### src/assert_macros.svh
// Assertion macros shared by the RTL of the empty square search.
// Each macro expects clk and rst_n in the scope where it is used.
`ifndef ASSERT_MACROS_SVH
`define ASSERT_MACROS_SVH

// The consequent must hold in the same cycle as the antecedent.
`define ASSERT_SAME(label, pre, post) \
    label: assert property (@(posedge clk) disable iff (!rst_n) (pre) |-> (post)) \
        else $error("%m: same-cycle check failed");

// The consequent must hold in the cycle after the antecedent.
`define ASSERT_NEXT(label, pre, post) \
    label: assert property (@(posedge clk) disable iff (!rst_n) (pre) |=> (post)) \
        else $error("%m: next-cycle check failed");

`endif

### src/les_pkg.sv
// Shared constants and types for the largest empty square search.
// Used by les_square_unit and largest_empty_square_search; no dependencies.
`default_nettype none

package les_pkg;

    localparam int MAX_ROWS_DEF = 64;
    localparam int MAX_COLS_DEF = 64;

    localparam int CFG_W      = 7;
    localparam int CFG_ADDR_W = 1;
    localparam int SIZE_W     = 7;
    localparam int POS_W      = 6;
    localparam int IN_TDATA_W  = 8;
    localparam int OUT_TDATA_W = 24;

    localparam logic [CFG_ADDR_W-1:0] REG_GRID_ROWS = 1'b0;
    localparam logic [CFG_ADDR_W-1:0] REG_GRID_COLS = 1'b1;

    localparam logic [CFG_W-1:0] GRID_ROWS_RST = 7'd64;
    localparam logic [CFG_W-1:0] GRID_COLS_RST = 7'd64;

    // Per-cycle commands from the sequencer to the square unit.
    typedef struct packed {
        logic clear;      // start of a search: forget the previous best
        logic rd_en;      // fetch the line buffer entry of the current column
        logic calc_en;    // evaluate the current cell and write back
        logic row_start;  // first cell of a row: nothing to the right
        logic first_row;  // bottom row: nothing below
    } sq_ctrl_t;

endpackage

`default_nettype wire

### src/les_square_unit.sv
// Shared square-size unit: min-of-three plus one, best tracking, and the line buffer
// that holds the square sizes of the row below. Depends on les_pkg.
`default_nettype none

module les_square_unit #(
    parameter int MAX_ROWS = 64,
    parameter int MAX_COLS = 64
) (
    input  wire logic                                     clk,
    input  wire logic                                     rst_n,
    input  wire les_pkg::sq_ctrl_t                        ctrl,
    input  wire logic [(MAX_ROWS > 1 ? $clog2(MAX_ROWS) : 1)-1:0] row,
    input  wire logic [(MAX_COLS > 1 ? $clog2(MAX_COLS) : 1)-1:0] col,
    input  wire logic                                     cell_free,
    output logic [$clog2(((MAX_ROWS < MAX_COLS) ? MAX_ROWS : MAX_COLS) + 1)-1:0] best_side,
    output logic [(MAX_ROWS > 1 ? $clog2(MAX_ROWS) : 1)-1:0] best_top,
    output logic [(MAX_COLS > 1 ? $clog2(MAX_COLS) : 1)-1:0] best_left
);

    localparam int MAX_SIDE = (MAX_ROWS < MAX_COLS) ? MAX_ROWS : MAX_COLS;
    localparam int SW = $clog2(MAX_SIDE + 1);
    localparam int RW = (MAX_ROWS > 1) ? $clog2(MAX_ROWS) : 1;
    localparam int CW = (MAX_COLS > 1) ? $clog2(MAX_COLS) : 1;

    logic [SW-1:0] line_mem [MAX_COLS];
    logic [SW-1:0] below_reg;
    logic [SW-1:0] right_reg;
    logic [SW-1:0] right_next;
    logic [SW-1:0] diag_reg;
    logic [SW-1:0] diag_next;
    logic [SW-1:0] best_side_reg;
    logic [SW-1:0] best_side_next;
    logic [RW-1:0] best_top_reg;
    logic [RW-1:0] best_top_next;
    logic [CW-1:0] best_left_reg;
    logic [CW-1:0] best_left_next;

    logic [SW-1:0] below;
    logic [SW-1:0] min_br;
    logic [SW-1:0] min_all;
    logic [SW-1:0] side;

    // The bottom row has no row below it, so the line buffer entry read there is replaced by zero.
    assign below   = ctrl.first_row ? '0 : below_reg;
    assign min_br  = (below < right_reg) ? below : right_reg;
    assign min_all = (min_br < diag_reg) ? min_br : diag_reg;
    assign side    = cell_free ? SW'(min_all + 1'b1) : '0;

    always_ff @(posedge clk)
    begin
        if (ctrl.rd_en)
        begin
            below_reg <= line_mem[col];
        end
        if (ctrl.calc_en)
        begin
            line_mem[col] <= side;
        end
    end

    always_comb
    begin
        right_next     = right_reg;
        diag_next      = diag_reg;
        best_side_next = best_side_reg;
        best_top_next  = best_top_reg;
        best_left_next = best_left_reg;
        if (ctrl.clear)
        begin
            best_side_next = '0;
            best_top_next  = '0;
            best_left_next = '0;
        end
        if (ctrl.rd_en && ctrl.row_start)
        begin
            right_next = '0;
            diag_next  = '0;
        end
        if (ctrl.calc_en)
        begin
            right_next = side;
            diag_next  = below;
            // The scan runs backward, so a tie moves the winner toward the grid's start.
            if ((side != '0) && (side >= best_side_reg))
            begin
                best_side_next = side;
                best_top_next  = row;
                best_left_next = col;
            end
        end
    end

    always_ff @(posedge clk or negedge rst_n)
    begin
        if (!rst_n)
        begin
            right_reg     <= '0;
            diag_reg      <= '0;
            best_side_reg <= '0;
            best_top_reg  <= '0;
            best_left_reg <= '0;
        end
        else
        begin
            right_reg     <= right_next;
            diag_reg      <= diag_next;
            best_side_reg <= best_side_next;
            best_top_reg  <= best_top_next;
            best_left_reg <= best_left_next;
        end
    end

    assign best_side = best_side_reg;
    assign best_top  = best_top_reg;
    assign best_left = best_left_reg;

endmodule

`default_nettype wire

### config.mk
export PLATFORM = sky130hd
export DESIGN_NAME = les_square_unit
export DESIGN_NICKNAME = d
export VERILOG_FILES = /design/src/assert_macros.svh /design/src/les_pkg.sv /design/src/les_square_unit.sv
export SDC_FILE = /design/constraint.sdc
export NUM_CORES = 1
export LEC_CHECK = 0
export BUFFER_PORTS_ARGS = -buffer_cell sky130_fd_sc_hd__buf_2
export CAP_MARGIN = 15
export CORE_MARGIN = 2
export CORE_UTILIZATION = 35
export DETAILED_ROUTE_END_ITERATION = 10
export REMOVE_ABC_BUFFERS = 1
export SKIP_CTS_REPAIR_TIMING = 1
export SYNTH_ARGS = -nofsm -noshare
export SYNTH_HDL_FRONTEND = slang
export SYNTH_SLANG_ARGS = --single-unit
### constraint.sdc
create_clock -name clk -period 7.99 [get_ports clk]
set_input_delay 0.3995 -clock clk [delete_from_list [all_inputs] [get_ports clk]]
set_output_delay 0.3995 -clock clk [all_outputs]
set_load 0.02 [all_outputs]
# Word level (Yosys, flattened, before mapping)
# Memory sizes are Yosys's and may differ from the RTL's. A register that Yosys moved wholly into a read port is not among the register bits.
# Index checks and enable logic that the tools add are counted.
# word_totals
reg_bits	33
mem_bits_rw	448
input_bits	20
out_inout_bits	19
word_cells	32
n_memories	1
# classes
n_addsub	1
order_cmp	3
muxes	18
reduce_logical	4
# mem_list
name	depth	word_bits	rd	rd_clocked_by_memory_dff	wr	line	text
line_mem	64	7	1	1	1	les_square_unit.sv:25	logic [SW-1:0] line_mem [MAX_COLS];
# op_table
op	n
7-bit 2-to-1 mux	10
6-bit 2-to-1 mux	6
7-bit < comparator	2
7-bit by 1-bit adder with 7-bit output (second input constant)	1
7-bit >= comparator	1
7-bit nonzero test	1
1-bit logical AND	2
1-bit 2-to-1 mux	2
2-bit nonzero test	1

# Logic depth before layout (Yosys ltp)
# logic_depth
depth_word	11
ltp_mapped	33
mapped_depth_nobuf	29

# Worst setup path after synthesis
# No wires, ideal clock.
# synth_timing
kind	input port to flip-flop
start	in ctrl[0] (netlist bit)
end	reg best_side_reg[4], in the netlist best_side[4]
setup_time_ps	131
arrival_time_ps	7596
required_ps	7859
path_slack_ps	263
path_stages	29
n_path_buf	4
cell_sequence	nand2b_1 -> inv_1 -> ha_1 -> nand4_1 -> a21o_1 -> nand2_1 -> buf_2 -> mux2_2 -> ha_1 -> nand2_1 -> o21ai_0 -> a2111oi_2 -> a31o_1 -> buf_6 -> mux2_2 -> ha_1 -> nand3_1 -> xnor2_1 -> o21ai_0 -> o211ai_1 -> mux2i_1 -> ha_1 -> a21o_1 -> a21o_1 -> a21oi_1 -> a211o_1 -> buf_6 -> buf_8 -> mux2_4
# synth_between
elab_chain_len	11
word_cells_on_any_way	12
classes_between	1 x add/sub; 3 x order compare; 6 x mux; 2 x reduce/logical
# synth_lines
element	line	text
from (decl)	les_square_unit.sv:11	input wire les_pkg::sq_ctrl_t ctrl,
7-bit 2-to-1 mux *	les_square_unit.sv:44	assign below = ctrl.first_row ? '0 : below_reg;
7-bit < comparator	les_square_unit.sv:45	assign min_br = (below < right_reg) ? below : right_reg;
7-bit 2-to-1 mux *	les_square_unit.sv:45	
7-bit < comparator	les_square_unit.sv:46	assign min_all = (min_br < diag_reg) ? min_br : diag_reg;
7-bit 2-to-1 mux *	les_square_unit.sv:46	
7-bit by 1-bit adder with 7-bit output *	les_square_unit.sv:47	assign side = cell_free ? SW'(min_all + 1'b1) : '0;
7-bit 2-to-1 mux *	les_square_unit.sv:47	
via side[4]	les_square_unit.sv:41	logic [SW-1:0] side;
7-bit >= comparator or 7-bit nonzero test (tied branches)	les_square_unit.sv:84	if ((side != '0) && (side >= best_side_reg))
1-bit logical AND	les_square_unit.sv:84	
7-bit 2-to-1 mux *	les_square_unit.sv:84	
7-bit 2-to-1 mux *	les_square_unit.sv:79	if (ctrl.calc_en)
via best_side_next[4]	les_square_unit.sv:32	logic [SW-1:0] best_side_next;
to (signal assigned)	les_square_unit.sv:107	best_side_reg <= best_side_next;
to (decl)	les_square_unit.sv:31	logic [SW-1:0] best_side_reg;
# Mark *: on every way through the listed nets, which the timed path passes. The rest lies on a longest branch.
# A chain may end at the register's enable or synchronous reset.

# Worst setup path after layout
# layout_timing
start	reg below_reg[2] (read register of line_mem)
end	reg best_top_reg[1], in the netlist best_top[1]
# layout_between
elab_chain_len	11
word_cells_on_any_way	12
classes_between	1 x add/sub; 3 x order compare; 6 x mux; 2 x reduce/logical
# layout_lines
element	line	text
from (decl)	les_square_unit.sv:26	logic [SW-1:0] below_reg;
7-bit 2-to-1 mux *	les_square_unit.sv:44	
7-bit < comparator	les_square_unit.sv:45	
7-bit 2-to-1 mux *	les_square_unit.sv:45	
7-bit < comparator	les_square_unit.sv:46	
7-bit 2-to-1 mux *	les_square_unit.sv:46	
7-bit by 1-bit adder with 7-bit output *	les_square_unit.sv:47	
7-bit 2-to-1 mux *	les_square_unit.sv:47	
via side[2]	les_square_unit.sv:41	
7-bit >= comparator or 7-bit nonzero test (tied branches)	les_square_unit.sv:84	
1-bit logical AND *	les_square_unit.sv:84	
6-bit 2-to-1 mux *	les_square_unit.sv:84	
6-bit 2-to-1 mux *	les_square_unit.sv:79	
via best_top_next[1]	les_square_unit.sv:34	logic [RW-1:0] best_top_next;
to (signal assigned)	les_square_unit.sv:108	best_top_reg <= best_top_next;
to (decl)	les_square_unit.sv:33	logic [RW-1:0] best_top_reg;
# Marks and branches as above.

==> impl_metrics.env <==
export IMPL_status="complete, no violations"
export IMPL_synth_xor_area_frac=0.005519
export IMPL_dp_hpwl_um=28480
export IMPL_ys_seq_area_frac=0.7609
export IMPL_fin_setup_tns_ps=0
export IMPL_drtIter0Drc=1223
export IMPL_grt_antenna_before_repair=3
export IMPL_power_total_mw=6.564
export IMPL_syn_to_final_growth_pct=13.85
export IMPL_largest_reg_flops=448
export IMPL_grt_overflow=0
export IMPL_p_leak_nw=7.035
export IMPL_synth_compound_area_share=0.1365
export IMPL_syn_area_per_cell_um2=16.18
export IMPL_synth_cell_types=52
export IMPL_power_density_nw_per_um2=302.8
export IMPL_grt_util_all_layers=0.1721
export IMPL_synth_top_family_by_area="compound AO/OA/AOI/OAI gates"
export IMPL_vdd_drop_max_mv=0.1530
export IMPL_drv_slew=0
export IMPL_clock_root_buffer="clkbuf_16"
export IMPL_worst_clock_skew_ps=20.35
export IMPL_gp_congestion=0.8443
export IMPL_end_kind="flop"
export IMPL_vias=11095
export IMPL_fin_util=0.4029
export IMPL_cts_sinks=488
export IMPL_grt_max_degree=68
export IMPL_hold_viol=0
export IMPL_die_h_um=237.3
export IMPL_drt_wl_total_um=48600
export IMPL_synth_edf_count=455
export IMPL_portBuffers=38
export IMPL_synthAdderAreaFrac=0.01314
export IMPL_fin_nets=1259
export IMPL_syn_inst=1177
export IMPL_postRouteAntennaNets=0
export IMPL_async_reset_ff_frac=0.06762
export IMPL_firstDrtPassIters=8
export IMPL_die_x_um=237.3
export IMPL_synth_flop_cell="edfxtp_1"
export IMPL_muxShareOfSynthArea=0.01505
export IMPL_yosysWarnings=0
export IMPL_dpl_cell_area_um2=20040
export IMPL_routedWlPerCell_um=24.87
export IMPL_antenna_cells=0
export IMPL_final_setup_viol_count=0
export IMPL_worst_path_max_fanout=12
export IMPL_period_share=0.9031
export IMPL_crit_arrival_ps=7700
export IMPL_critical_path_slowest_cell="a31o_1"
export IMPL_grt_pass1_wl_um=72440
export IMPL_drc=0
export IMPL_cts_tree="done"
export IMPL_clk_pin_slew_ps=60
export IMPL_synth_simple_area_share=0.04711
export IMPL_regMostFlops="line_mem"
export IMPL_crit_family="compound AO/OA/AOI/OAI gates"
export IMPL_tightest_slew_ps=1069
export IMPL_clk_path_buf_depth=3
export IMPL_initial_utilization=0.3538
export IMPL_dieArea_um2=56290
export IMPL_synth_seq_cells=488
export IMPL_h_tree_depth=2
export IMPL_fin_crit_ps=7216
export IMPL_synth_area_leaders="edfxtp_1, a22oi_1, dfrtp_1"
export IMPL_rsz0062_at_grt="false"
export IMPL_cp_slowest_stage_delay_ps=520
export IMPL_cts_inserted_buffers=50
export IMPL_clock_fmax_ghz=0.1386
export IMPL_dp_cells=1862
export IMPL_synth_area_um2=19040
export IMPL_cp_start_kind="flop"
export IMPL_max_slew_margin=0.2809
export IMPL_insertion_delay_ps=610
export IMPL_core_area_um2=53810
export IMPL_criticalPathCategory="reg -> reg"
export IMPL_ios=39
export IMPL_drive_gt1_frac=0.1367
export IMPL_instances_no_fill=1954
export IMPL_path_common_cell="a21o_1"
export IMPL_critPathBufInv=2
export IMPL_synth_top_area_frac=0.7175
export IMPL_rows=85
export IMPL_via_per_inst=5.678
export IMPL_drv_cap=0
export IMPL_design_area_um2=21680
export IMPL_synth_largest_area_cell="edfxtp_1"
export IMPL_crit_required_ps=8470
export IMPL_first_global_vias=10903
export IMPL_hp_class="in -> reg"
stage by stage:
step | hold WS (ps) | setup WS (ps)
after floorplan | 103.9 | -47.68
after global placement | 504.8 | 856.5
after detailed placement | 481.0 | 646.7
after CTS | -128.7 | 845.5
after global routing | 9.106 | 199.3
final | 32.15 | 774.3
where the power goes:
| part | total, mW | internal, mW | switching, mW |
|---|---|---|---|
| clock network | 2.34 | 1.36 | 0.987 |
| registers | 3.21 | 3.18 | 0.0379 |
| logic | 1.01 | 0.299 | 0.710 |
| total | 6.56 | 4.83 | 1.73 |
final cells by class:
cell class / instances / area, µm²
repair buffers: 62 / 372.9
inverters: 31 / 116.4
fillers: 4858 / 32130
well taps: 696 / 870.8
clock inverters: 29 / 336.6
flip-flops and latches: 488 / 14490
multi-input cells: 586 / 4198
clock buffers: 62 / 1296
cell usage after synthesis (all sizes together) (15+ instances only):
| cell type | number |
|---|---|
| inv | 29 |
| a221oi | 56 |
| ha | 20 |
| mux2 | 18 |
| a22o | 62 |
| nor4 | 15 |
| a22oi | 112 |
| nor2b | 16 |
| edfxtp | 455 |
| o21ai | 22 |
| clkbuf | 59 |
| dfrtp | 33 |
| nand2 | 45 |
| a31oi | 57 |
| nor2 | 72 |
placed cells by master (no fill, tap or decap), types with 4 or more instances in the layout:
| master | synthesis | layout |
|---|---|---|
| clkinv_1 | 2 | 11 |
| mux2_2 | 10 | 10 |
| o211ai_1 | 7 | 7 |
| nand2b_1 | 5 | 5 |
| xnor2_1 | 11 | 11 |
| dfrtp_1 | 33 | 33 |
| clkbuf_1 | 59 | 12 |
| buf_4 | 0 | 23 |
| nor4_1 | 15 | 15 |
| a21o_1 | 7 | 7 |
| a21oi_1 | 7 | 7 |
| inv_1 | 29 | 26 |
| a31oi_1 | 57 | 57 |
| nor2_1 | 72 | 70 |
| edfxtp_1 | 455 | 455 |
| mux2_4 | 8 | 8 |
| a221oi_1 | 56 | 56 |
| nor3_1 | 5 | 4 |
| bufinv_16 | 0 | 6 |
| buf_2 | 1 | 38 |
| inv_2 | 0 | 5 |
| nand3_1 | 14 | 14 |
| o21ai_0 | 20 | 20 |
| clkinv_2 | 0 | 5 |
| a22oi_1 | 112 | 112 |
| nand3b_1 | 4 | 4 |
| nor2b_1 | 15 | 15 |
| clkbuf_16 | 0 | 50 |
| a22o_1 | 62 | 62 |
| nand2_1 | 45 | 45 |
| ha_1 | 20 | 20 |
path summary, 6_finish.rpt:
path / end / slack (ps) / start / cells after the start
setup / recovery: best_top[1]$_DFF_PN0_ / 770 / below_reg[2]$_DFFE_PP_ / 28
hold / removal: best_top[4]$_DFF_PN0_ / 30 / row[4] / 2
setup reg to reg: best_top[1]$_DFF_PN0_ / 770 / below_reg[2]$_DFFE_PP_ / 28
hold reg to reg: diag_reg[5]$_DFFE_PN0P_ / 500 / diag_reg[5]$_DFFE_PN0P_ / 2
max in group asynchronous: diag_reg[2]$_DFFE_PN0P_ / 7060 / rst_n / 2
min in group asynchronous: best_side[0]$_DFF_PN0_ / 440 / rst_n / 2
routing by layer:
metal	part of all wire	up-vias	GRT usage
met1	0.42	5704	0.2344
li1	-	4866	-
met3	0.070	90	0.02938
met2	0.48	435	0.2787
met5	0	-	0
met4	0.030	0	0.06194
logic make-up (layout without fill, tap and decap cells):
logic type / count (synthesis) / in the layout
flops: 488 / 488
xor+xnor: 12 / 12
simple gates: 190 / 190
compound gates: 341 / 341
fa+ha+maj: 20 / 20
buf+inv: 103 / 184
mux: 23 / 23
No activity file was read; power rests on OpenSTA's default activity.
